==> src/hw/rtl/fsd_pkg.sv <==
// ----------------------------------------------------------------------------
// fsd_pkg
// Shared types and constants of the flux stream decoder.
// ----------------------------------------------------------------------------
package fsd_pkg;

  // stream opcodes
  localparam logic [7:0] OP_F2_MAX = 8'h07;
  localparam logic [7:0] OP_NOP    = 8'h08;
  localparam logic [7:0] OP_SKIP1  = 8'h09;
  localparam logic [7:0] OP_SKIP2  = 8'h0a;
  localparam logic [7:0] OP_OVL    = 8'h0b;
  localparam logic [7:0] OP_F3     = 8'h0c;
  localparam logic [7:0] OP_OOB    = 8'h0d;
  localparam logic [7:0] OP_F1_MIN = 8'h0e;

  localparam logic [31:0] OVL_STEP = 32'h0001_0000;

  // 12 MHz over the 24.027 MHz sample clock, Q8.24
  localparam logic [31:0] TICK_SCALE_RESET = 32'd8379028;

  // queue between parser and scaler
  localparam int unsigned QUEUE_DEPTH = 4;
  localparam int unsigned QUEUE_AW    = 2;
  localparam int unsigned QUEUE_CW    = 3;

  typedef struct packed {
    logic        vld;
    logic [31:0] sclk;
  } flux_word_t;

endpackage

==> src/hw/rtl/fsd_front.sv <==
// ----------------------------------------------------------------------------
// fsd_front
// Stream parser: decodes opcodes and multi-byte values, tracks overflow and
// out-of-band blocks, and hands finished intervals to the queue.
// ----------------------------------------------------------------------------
module fsd_front (
  input  logic                clk_i,
  input  logic                rst_ni,
  input  logic                acc_i,
  input  logic [7:0]          byte_i,
  output fsd_pkg::flux_word_t emit_o
);

  typedef enum logic [9:0] {
    PH_IDLE     = 10'b00_0000_0001,
    PH_F2_LO    = 10'b00_0000_0010,
    PH_F3_HI    = 10'b00_0000_0100,
    PH_F3_LO    = 10'b00_0000_1000,
    PH_SKIP2    = 10'b00_0001_0000,
    PH_SKIP1    = 10'b00_0010_0000,
    PH_OOB_TYPE = 10'b00_0100_0000,
    PH_OOB_LLO  = 10'b00_1000_0000,
    PH_OOB_LHI  = 10'b01_0000_0000,
    PH_OOB_DATA = 10'b10_0000_0000
  } phase_e;

  phase_e      phase_q, phase_d;
  logic [7:0]  high_q, high_d;
  logic [15:0] oob_rem_q, oob_rem_d;
  logic [7:0]  oob_llo_q, oob_llo_d;
  logic [31:0] ovf_q, ovf_d;

  logic        emit;
  logic [15:0] value;
  logic [32:0] sum;
  logic [32:0] ovf_sum;
  logic [15:0] rem_dec;

  assign sum     = {1'b0, ovf_q} + {17'b0, value};
  assign ovf_sum = {1'b0, ovf_q} + {1'b0, fsd_pkg::OVL_STEP};
  assign rem_dec = oob_rem_q - 16'd1;

  always_comb begin
    phase_d   = phase_q;
    high_d    = high_q;
    oob_rem_d = oob_rem_q;
    oob_llo_d = oob_llo_q;
    ovf_d     = ovf_q;
    emit      = 1'b0;
    value     = {high_q, byte_i};
    if (acc_i) begin
      case (phase_q)
        PH_F2_LO, PH_F3_LO: begin
          phase_d = PH_IDLE;
          emit    = 1'b1;
        end
        PH_F3_HI: begin
          high_d  = byte_i;
          phase_d = PH_F3_LO;
        end
        PH_SKIP2:    phase_d = PH_SKIP1;
        PH_SKIP1:    phase_d = PH_IDLE;
        PH_OOB_TYPE: phase_d = PH_OOB_LLO;
        PH_OOB_LLO: begin
          oob_llo_d = byte_i;
          phase_d   = PH_OOB_LHI;
        end
        PH_OOB_LHI: begin
          oob_rem_d = {byte_i, oob_llo_q};
          phase_d   = ({byte_i, oob_llo_q} != 16'd0) ? PH_OOB_DATA : PH_IDLE;
        end
        PH_OOB_DATA: begin
          oob_rem_d = rem_dec;
          if (rem_dec == 16'd0) begin
            phase_d = PH_IDLE;
          end
        end
        default: begin
          // idle, and any stray code: byte is an opcode
          phase_d = PH_IDLE;
          value   = {8'b0, byte_i};
          if (byte_i >= fsd_pkg::OP_F1_MIN) begin
            emit = 1'b1;
          end else if (byte_i <= fsd_pkg::OP_F2_MAX) begin
            high_d  = byte_i;
            phase_d = PH_F2_LO;
          end else if (byte_i == fsd_pkg::OP_SKIP1) begin
            phase_d = PH_SKIP1;
          end else if (byte_i == fsd_pkg::OP_SKIP2) begin
            phase_d = PH_SKIP2;
          end else if (byte_i == fsd_pkg::OP_OVL) begin
            ovf_d = ovf_sum[32] ? '1 : ovf_sum[31:0];
          end else if (byte_i == fsd_pkg::OP_F3) begin
            phase_d = PH_F3_HI;
          end else if (byte_i == fsd_pkg::OP_OOB) begin
            phase_d = PH_OOB_TYPE;
          end
          // OP_NOP: nothing to do
        end
      endcase
      if (emit) begin
        ovf_d = '0;
      end
    end
  end

  assign emit_o.vld  = emit;
  assign emit_o.sclk = sum[32] ? '1 : sum[31:0];

  always_ff @(posedge clk_i or negedge rst_ni) begin
    if (!rst_ni) begin
      phase_q   <= PH_IDLE;
      high_q    <= '0;
      oob_rem_q <= '0;
      oob_llo_q <= '0;
      ovf_q     <= '0;
    end else begin
      phase_q   <= phase_d;
      high_q    <= high_d;
      oob_rem_q <= oob_rem_d;
      oob_llo_q <= oob_llo_d;
      ovf_q     <= ovf_d;
    end
  end

endmodule

==> src/hw/rtl/fsd_queue.sv <==
// ----------------------------------------------------------------------------
// fsd_queue
// Short word queue between parser and scaler.
// ----------------------------------------------------------------------------
module fsd_queue (
  input  logic                clk_i,
  input  logic                rst_ni,
  input  fsd_pkg::flux_word_t push_i,
  input  logic                pop_i,
  output logic                full_o,
  output fsd_pkg::flux_word_t head_o
);

  logic [31:0]                   mem_q [fsd_pkg::QUEUE_DEPTH];
  logic [fsd_pkg::QUEUE_AW-1:0]  wr_ptr_q, wr_ptr_d;
  logic [fsd_pkg::QUEUE_AW-1:0]  rd_ptr_q, rd_ptr_d;
  logic [fsd_pkg::QUEUE_CW-1:0]  cnt_q, cnt_d;
  logic                          do_pop;

  assign full_o      = (cnt_q == fsd_pkg::QUEUE_CW'(fsd_pkg::QUEUE_DEPTH));
  assign head_o.vld  = (cnt_q != '0);
  assign head_o.sclk = mem_q[rd_ptr_q];
  assign do_pop      = pop_i && head_o.vld;

  always_comb begin
    wr_ptr_d = push_i.vld ? wr_ptr_q + 1'b1 : wr_ptr_q;
    rd_ptr_d = do_pop ? rd_ptr_q + 1'b1 : rd_ptr_q;
    cnt_d    = cnt_q;
    if (push_i.vld && !do_pop) begin
      cnt_d = cnt_q + 1'b1;
    end else if (!push_i.vld && do_pop) begin
      cnt_d = cnt_q - 1'b1;
    end
  end

  always_ff @(posedge clk_i) begin
    if (push_i.vld) begin
      mem_q[wr_ptr_q] <= push_i.sclk;
    end
  end

  always_ff @(posedge clk_i or negedge rst_ni) begin
    if (!rst_ni) begin
      wr_ptr_q <= '0;
      rd_ptr_q <= '0;
      cnt_q    <= '0;
    end else begin
      wr_ptr_q <= wr_ptr_d;
      rd_ptr_q <= rd_ptr_d;
      cnt_q    <= cnt_d;
    end
  end

endmodule

==> src/hw/rtl/fsd_back.sv <==
// ----------------------------------------------------------------------------
// fsd_back
// Tick scaler: multiplies each interval by the scale, shifts out the
// fraction, saturates, and holds the result word for the consumer.
// ----------------------------------------------------------------------------
module fsd_back #(
  parameter int unsigned SCALE_FRAC_BITS = 24
) (
  input  logic                clk_i,
  input  logic                rst_ni,
  input  fsd_pkg::flux_word_t head_i,
  input  logic [31:0]         tick_scale_i,
  input  logic                pop_i,
  output logic                q_pop_o,
  output logic                empty_o,
  output logic [31:0]         ticks_o,
  output logic [31:0]         sclk_o
);

  logic        s1_vld_q;
  logic [63:0] s1_prod_q;
  logic [31:0] s1_sclk_q;
  logic        out_vld_q;
  logic [31:0] out_ticks_q;
  logic [31:0] out_sclk_q;

  logic        out_rdy;
  logic        s1_rdy;
  logic [63:0] shifted;
  logic [31:0] ticks;

  assign out_rdy = !out_vld_q || pop_i;
  assign s1_rdy  = !s1_vld_q || out_rdy;
  assign q_pop_o = head_i.vld && s1_rdy;

  assign shifted = s1_prod_q >> SCALE_FRAC_BITS;
  assign ticks   = (shifted[63:32] != '0) ? '1 : shifted[31:0];

  always_ff @(posedge clk_i) begin
    if (s1_rdy) begin
      s1_prod_q <= 64'(head_i.sclk) * 64'(tick_scale_i);
      s1_sclk_q <= head_i.sclk;
    end
    if (out_rdy && s1_vld_q) begin
      out_ticks_q <= ticks;
      out_sclk_q  <= s1_sclk_q;
    end
  end

  always_ff @(posedge clk_i or negedge rst_ni) begin
    if (!rst_ni) begin
      s1_vld_q  <= 1'b0;
      out_vld_q <= 1'b0;
    end else begin
      if (s1_rdy) begin
        s1_vld_q <= head_i.vld;
      end
      if (out_rdy) begin
        out_vld_q <= s1_vld_q;
      end
    end
  end

  assign empty_o = !out_vld_q;
  assign ticks_o = out_ticks_q;
  assign sclk_o  = out_sclk_q;

endmodule

==> src/hw/rtl/flux_stream_decoder_core.sv <==
// Throughput: one stream byte per cycle while full is low, one result word per
//   cycle while pop takes them. Path of an interval: the last byte goes into a
//   queue slot, then the 32x32 product is registered, then the scaled ticks.
// full_o rises only when the 4-word parser/scaler queue backs up behind pop_i.
// Reset (rst_ni low, async): parser idle, overflow clear, queues empty,
//   scale back to its reset value.
// ----------------------------------------------------------------------------
// flux_stream_decoder_core
// Flux stream byte decoder with interval scaling to output ticks.
// ----------------------------------------------------------------------------
module flux_stream_decoder_core #(
  parameter int unsigned SCALE_FRAC_BITS = 24
) (
  input  logic        clk_i,
  input  logic        rst_ni,
  input  logic        push,
  output logic        full,
  input  logic [7:0]  stream_byte_i,
  output logic        empty,
  input  logic        pop,
  output logic [31:0] interval_ticks_o,
  output logic [31:0] interval_sclk_o,
  input  logic        tick_scale_q24_we_i,
  input  logic [31:0] tick_scale_q24_i
);

  logic                acc;
  logic                q_pop;
  fsd_pkg::flux_word_t emit;
  fsd_pkg::flux_word_t head;
  logic [31:0]         tick_scale_q24_q;

  assign acc = push && !full;

  always_ff @(posedge clk_i or negedge rst_ni) begin
    if (!rst_ni) begin
      tick_scale_q24_q <= fsd_pkg::TICK_SCALE_RESET;
    end else if (tick_scale_q24_we_i) begin
      tick_scale_q24_q <= tick_scale_q24_i;
    end
  end

  fsd_front u_front (
    .clk_i  (clk_i),
    .rst_ni (rst_ni),
    .acc_i  (acc),
    .byte_i (stream_byte_i),
    .emit_o (emit)
  );

  fsd_queue u_queue (
    .clk_i  (clk_i),
    .rst_ni (rst_ni),
    .push_i (emit),
    .pop_i  (q_pop),
    .full_o (full),
    .head_o (head)
  );

  fsd_back #(
    .SCALE_FRAC_BITS (SCALE_FRAC_BITS)
  ) u_back (
    .clk_i        (clk_i),
    .rst_ni       (rst_ni),
    .head_i       (head),
    .tick_scale_i (tick_scale_q24_q),
    .pop_i        (pop),
    .q_pop_o      (q_pop),
    .empty_o      (empty),
    .ticks_o      (interval_ticks_o),
    .sclk_o       (interval_sclk_o)
  );

endmodule

==> config.mk <==
export PLATFORM = sky130hd
export DESIGN_NAME = flux_stream_decoder_core
export DESIGN_NICKNAME = d
export VERILOG_FILES = /design/src/hw/rtl/fsd_pkg.sv /design/src/hw/rtl/fsd_front.sv /design/src/hw/rtl/fsd_queue.sv /design/src/hw/rtl/fsd_back.sv /design/src/hw/rtl/flux_stream_decoder_core.sv
export SDC_FILE = /design/constraint.sdc
export NUM_CORES = 2
export LEC_CHECK = 0
export BUFFER_PORTS_ARGS = -buffer_cell sky130_fd_sc_hd__buf_4
export CAP_MARGIN = 15
export CORE_MARGIN = 4
export CORE_UTILIZATION = 30
export CTS_CLUSTER_SIZE = 20
export DETAILED_ROUTE_END_ITERATION = 8
export SLEW_MARGIN = 20
export SYNTH_ARGS = -nofsm -noshare
export SYNTH_HDL_FRONTEND = slang
export SYNTH_HIERARCHICAL = 1
export SYNTH_SLANG_ARGS = --single-unit
==> constraint.sdc <==
create_clock -name clk_i -period 15.6 [get_ports clk_i]
set_input_delay 3.12 -clock clk_i [delete_from_list [all_inputs] [get_ports clk_i]]
set_output_delay 3.12 -clock clk_i [all_outputs]
set_load 0.02 [all_outputs]
# After elaboration in Yosys (flattened, before gate mapping)
# Memory sizes are Yosys's and may differ from the RTL's.
# Index checks and enable logic that the tools add are counted.
# classes
addsub	7
mul	1
order_cmp	2
eq_ne	22
mux	33
n_bitwise	1
n_reduce_logical	31
# ops
operator	n
32-bit 2-to-1 mux	9
10-bit 2-to-1 mux	8
10-bit case mux with 7 select lines	1
32-bit by 32-bit multiplier with 64-bit output	1
8-bit by 4-bit equality test with 1-bit output (second input constant)	5
32-bit by 16-bit adder with 33-bit output	1
32-bit by 17-bit adder with 33-bit output (second input constant)	1
16-bit 2-to-1 mux	2
16-bit case mux with 2 select lines	1
32-bit nonzero test	1
16-bit logical NOT	1
8-bit 2-to-1 mux	2
8-bit case mux with 2 select lines	1
16-bit nonzero test	1
16-bit by 1-bit subtractor with 16-bit output (second input constant)	1
10-bit equality test (second input constant)	1
10-bit by 2-bit equality test with 1-bit output (second input constant)	1
10-bit by 3-bit equality test with 1-bit output (second input constant)	1
10-bit by 4-bit equality test with 1-bit output (second input constant)	1
10-bit by 5-bit equality test with 1-bit output (second input constant)	1
10-bit by 6-bit equality test with 1-bit output (second input constant)	1
10-bit by 7-bit equality test with 1-bit output (second input constant)	1
10-bit by 8-bit equality test with 1-bit output (second input constant)	1
10-bit by 9-bit equality test with 1-bit output (second input constant)	1
26 further kinds	52
# word_totals
regBits	275
ram_bits	128
word_cells	113
mem_count	1
# memory_table
memory	words	word_bits	read_ports	rd_clocked_by_memory_dff	wr	line	source
u_queue.mem_q	4	32	1	0	1	fsd_queue.sv:14	logic [31:0] mem_q [fsd_pkg::QUEUE_DEPTH];

# Depth between registers and ports, before layout
# depth
depth_word	9
depth_mapped	31

# Cells and area by module
# The synthesis kept the hierarchy.
# by_module_without_submodules
mod	instances	cells_each	area_each_um2	seq_area_each_um2
fsd_back	1	3813	37264.5	4134.0
fsd_queue	1	202	5062.4	4018.9
fsd_front	1	600	4782.1	1477.7
flux_stream_decoder_core	1	69	1370.1	819.5

# Worst setup path before layout
# Ideal clock, no wire load.
# synth_path
path_kind	flip-flop to flip-flop
start	register u_queue/rd_ptr_q[0] in the netlist's numbering
end	register u_back.s1_prod_q[61] (data pin)
setup_time_ps	259
t_arrival_ps	7451
required_time_ps	15341
slack_ps	7890
path_stages_with_launch	30
path_buffers	3
period_less_slack_ps	7710
path_cell_list	dfrtp_1 buf_6 buf_12 mux4_2 clkbuf_1 and2_1 fa_1 inv_1 fa_1 fa_1 fa_1 inv_1 fa_1 inv_1 fa_1 inv_1 fa_1 inv_1 fa_1 inv_1 ha_1 a21oi_1 o21ai_2 a21oi_1 nor3_2 a31oi_2 o31a_4 o221ai_4 a41oi_1 xnor2_1
# synth_lines
element	line	source
start, declared	fsd_queue.sv:16	logic [fsd_pkg::QUEUE_AW-1:0] rd_ptr_q, rd_ptr_d;
start signal, assigned	fsd_queue.sv:49	rd_ptr_q <= rd_ptr_d;
end signal, assigned	fsd_back.sv:41	s1_prod_q <= 64'(head_i.sclk) * 64'(tick_scale_i);
end, declared	fsd_back.sv:21	logic [63:0] s1_prod_q;

==> run_results.csv <==
group,metric,value,unit
status,outcome,"completed",
clock_tree,cts.sinks,364,
logic_synthesis,netlist-cell-type-count,88,
timing,final_hold_viol_count,0,
setup_path,critical_path_class,"flip-flop to flip-flop",
setup_path,cp.depth,23,
routing,route.detailed.drc,0,
cells_and_area,nFillCells,16200,
place,portBuffers,110,
routing,first_iter_violations,2104,
clock_tree,cts-root-buf,"clkbuf_16",
clock_tree,cts_htree_levels,2,
clock_tree,cts_buffer_depth,3,
setup_path,worstPathCellList,"buf_4, mux4_2, and2_1, fa_1, fa_1, inv_1, fa_1, fa_1, inv_1, fa_1, fa_1, fa_1, fa_1, ha_1, nand4_1, a21oi_1, nand2_1, a211oi_1, o21ai_0, nand3_1, a21oi_1, o221ai_1, xor2_1",
clock_tree,cts-hold-fix-buffers,0,
global_routing,grt_pass1_vias,35600,
timing,setup_viol,0,
logic_synthesis,yosysMostFrequentCell,"fa_1",
setup_path,regToRegSetupSlack,6.04,ns
routing,ant_nets,0,
logic_synthesis,synthTopCellsByCount,"fa_1 (897), inv_1 (895), and2_1 (603)",
logic_synthesis,syn_inst,4684,
timing,fin_skew,0.0637,ns
global_routing,overflow,0,
logic_synthesis,async_reset_ff_share,27.5,%
timing,slew-limit-headroom,29.0,%
floorplan,die-area,168000,sq um
logic_synthesis,synth-compound-area-share,4.94,%
logic_synthesis,synth-xor-area-share,1.27,%
timing,finalCritPeriodShare,61.3,%
setup_path,crit_start,"u_queue/rd_ptr_q[0]$_DFFE_PN0P_",
cells_and_area,nNetsFinal,5840,
logic_synthesis,ys_seq_area_share,21.6,%
logic_synthesis,synth_flop_cell,"edfxtp_1",
logic_synthesis,synth_top_cell_area_share,37.0,%
routing,via_per_inst,4.80,
routing,wl_met2,61600,microns
floorplan,core,161000,sq um
routing,wl_per_cell,19.5,microns
setup_path,rr_worst_depth,23,
flow_run,maxCapViolations,0,
floorplan,start_util,30.2,%
setup_path,r2r_start,"u_queue/rd_ptr_q[0]$_DFFE_PN0P_",
timing,rsz0062_at_grt,"false",
routing,highest_layer,"met5",
logic_synthesis,synthMuxAreaShare,3.09,%
logic_synthesis,yosys.area_share.simple,15.5,%
cells_and_area,drive_above_1_share,8.46,%
logic_synthesis,synthAdderAreaFrac,44.4,%
cells_and_area,synthToLayoutAreaGrowth,8.64,%
floorplan,fp.dieW,410,microns
setup_path,endpoint,"u_back/s1_prod_q[51]$_DFFE_PN_",
logic_synthesis,ys_warn_count,6,
logic_synthesis,syn_area,48500,sq um
setup_path,r2r_end,"u_back/s1_prod_q[51]$_DFFE_PN_",
timing,worstMarginPinSlew,1.06,ns
logic_synthesis,synth_area_leader_cell,"fa_1",
global_routing,grt_usage,15.9,%
setup_path,endpoint_kind,"flip-flop",
clock_tree,insertion_delay,0.65,ns
timing,fin_tns_setup,0,ns
clock_tree,cts_buffers,42,
floorplan,fp.dieH,410,microns
setup_path,cp-start-kind,"flip-flop",
logic_synthesis,synthTopCellsByArea,"fa_1 (37%), edfxtp_1 (16%), and2_1 (7.8%)",
logic_synthesis,syn_nets,5910,
routing,vias,32700,
setup_path,path_max_fanout,33,
timing,fmax,105,MHz
timing,slew_viol_final,0,
routing,wl_met1,57800,microns
timing,finalCriticalPeriod,9.56,ns
clock_tree,cts_tree,"built",
clock_tree,clkTransAtPathRegs,0.07,ns
logic_synthesis,synth-edff-count,264,
setup_path,critPathBufInv,3,
hold_path,holdCritPathClass,"flip-flop to flip-flop",
place,dp.final_hpwl,96900,microns
routing,wl_met3,9570,microns
place,gp_congestion,0.895,
clock_tree,cts_resized,0,
global_routing,grt_pass1_wl,209000,microns
routing,first_pass_iters,6,
clock_tree,post_cts_buffers,0,
setup_path,crit_family,"adder cells",
floorplan,num_rows,147,
logic_synthesis,ys_ff_latch,364,
logic_synthesis,synth_top_family_by_area,"adder cells",
setup_path,required,15.93,ns
setup_path,cpPeakStageDelay,0.94,ns
routing,routed_wl,133000,microns
logic_synthesis,syn_avg_cell_area,10.3,sq um
setup_path,critPathMostFrequentCell,"fa_1",
global_routing,grt_start_max_net_pins,59,
setup_path,arrival,9.89,ns
global_routing,antenna_found_initial,7,
setup_path,slowest_stage,"mux4_2",
floorplan,ios,111,
==> state kept, by name (all words and copies together), names as in the netlist <==
name	cells
u_front/phase_q	10
u_front/oob_rem_q	16
u_back/sclk_o	32
u_back/s1_prod_q	40
u_back/out_vld_q	1
u_queue/rd_ptr_q	2
u_queue/mem_q	128
u_front/oob_llo_q	8
tick_scale_q24_q	32
u_front/ovf_q	17
u_back/ticks_o	32
u_queue/cnt_q	3
u_queue/wr_ptr_q	2
u_front/high_q	8
u_back/s1_vld_q	1
u_back/s1_sclk_q	32
==> kinds of logic after synthesis <==
kind of cell	count (synthesis)
simple gates	1450
buf+inv	1161
xor+xnor	68
flops	364
mux	90
fa+ha+maj	1181
compound gates	370
==> cells in the final DEF, fill, tap and decap left out, types with 28 or more instances in the layout <==
master,instances
fa_1,897
inv_1,895
and2_1,602
nand2_1,529
ha_1,284
edfxtp_1,264
buf_4,152
a21oi_1,132
nor2_1,84
dfrtp_1,81
o21ai_0,58
clkbuf_16,42
xnor2_1,41
nand3_1,40
or2_2,36
nand4_1,34
a21o_1,31
mux2_4,30
nor3_1,29
mux4_2,28
==> layout make-up <==
cell class | count | area (sq um) | area share (%)
sequential | 364 | 10500 | 19.8
antenna | 2 | 5.00 | 0.00950
multi-input combinational | 3159 | 33600 | 63.7
inverter | 895 | 3360 | 6.38
timing repair buffer | 152 | 1140 | 2.17
clock buffer | 44 | 1060 | 2.01
clock inverter | 34 | 388 | 0.736
tap | 2160 | 2700 | 5.13
==> worst register-to-register path, cell delays in order (launching register included) <==
cell,delay [ns]
dfrtp_2,0.70
buf_4,0.45
mux4_2,0.95
and2_1,0.33
fa_1,0.51
fa_1,0.57
inv_1,0.09
fa_1,0.51
fa_1,0.51
inv_1,0.05
fa_1,0.56
fa_1,0.43
fa_1,0.51
fa_1,0.41
ha_1,0.47
nand4_1,0.14
a21oi_1,0.13
nand2_1,0.11
a211oi_1,0.75
o21ai_0,0.43
nand3_1,0.20
a21oi_1,0.12
o221ai_1,0.24
xor2_1,0.11
==> worst min-delay path by stage <==
stage / start / to / slack [ns] / cells past startpoint
after floorplan: u_back/s1_sclk_q[0]$_DFFE_PN_ / u_back/sclk_o[0]$_DFFE_PP_ / 0.40 / 0
after global placement: u_back/s1_sclk_q[27]$_DFFE_PN_ / u_back/sclk_o[27]$_DFFE_PP_ / 0.40 / 0
after detailed placement: u_back/s1_sclk_q[24]$_DFFE_PN_ / u_back/sclk_o[24]$_DFFE_PP_ / 0.40 / 0
after CTS: u_back/s1_sclk_q[26]$_DFFE_PN_ / u_back/sclk_o[26]$_DFFE_PP_ / 0.41 / 0
after global routing: u_back/s1_sclk_q[26]$_DFFE_PN_ / u_back/sclk_o[26]$_DFFE_PP_ / 0.41 / 0
final: u_back/s1_sclk_q[6]$_DFFE_PN_ / u_back/sclk_o[6]$_DFFE_PP_ / 0.41 / 0
==> metal layers <==
metal | track usage (%) | up-vias
li1 | - | 14300
met1 | 21.6 | 17000
met2 | 26.2 | 1143
met3 | 2.94 | 213
met4 | 4.34 | 4
met5 | 0 | -
==> stage by stage <==
stage               hold WS, ns  cell area (sq um)  cells  setup slack (ns)  util [%]
floorplan                 0.400              48500   4684              7.89         -
global placement          0.402              51200   6730              6.16      31.9
detailed placement        0.405              51200   6730              6.07      31.9
CTS                       0.410              52700   6808              6.03      32.8
global route              0.409              52700   6808              5.62      32.8
finish                    0.415              52700   6810              6.04      32.8
Power is left out: the tool's default activity adds up to more than one toggle a clock period on the data nets, which glitch-free logic cannot reach.
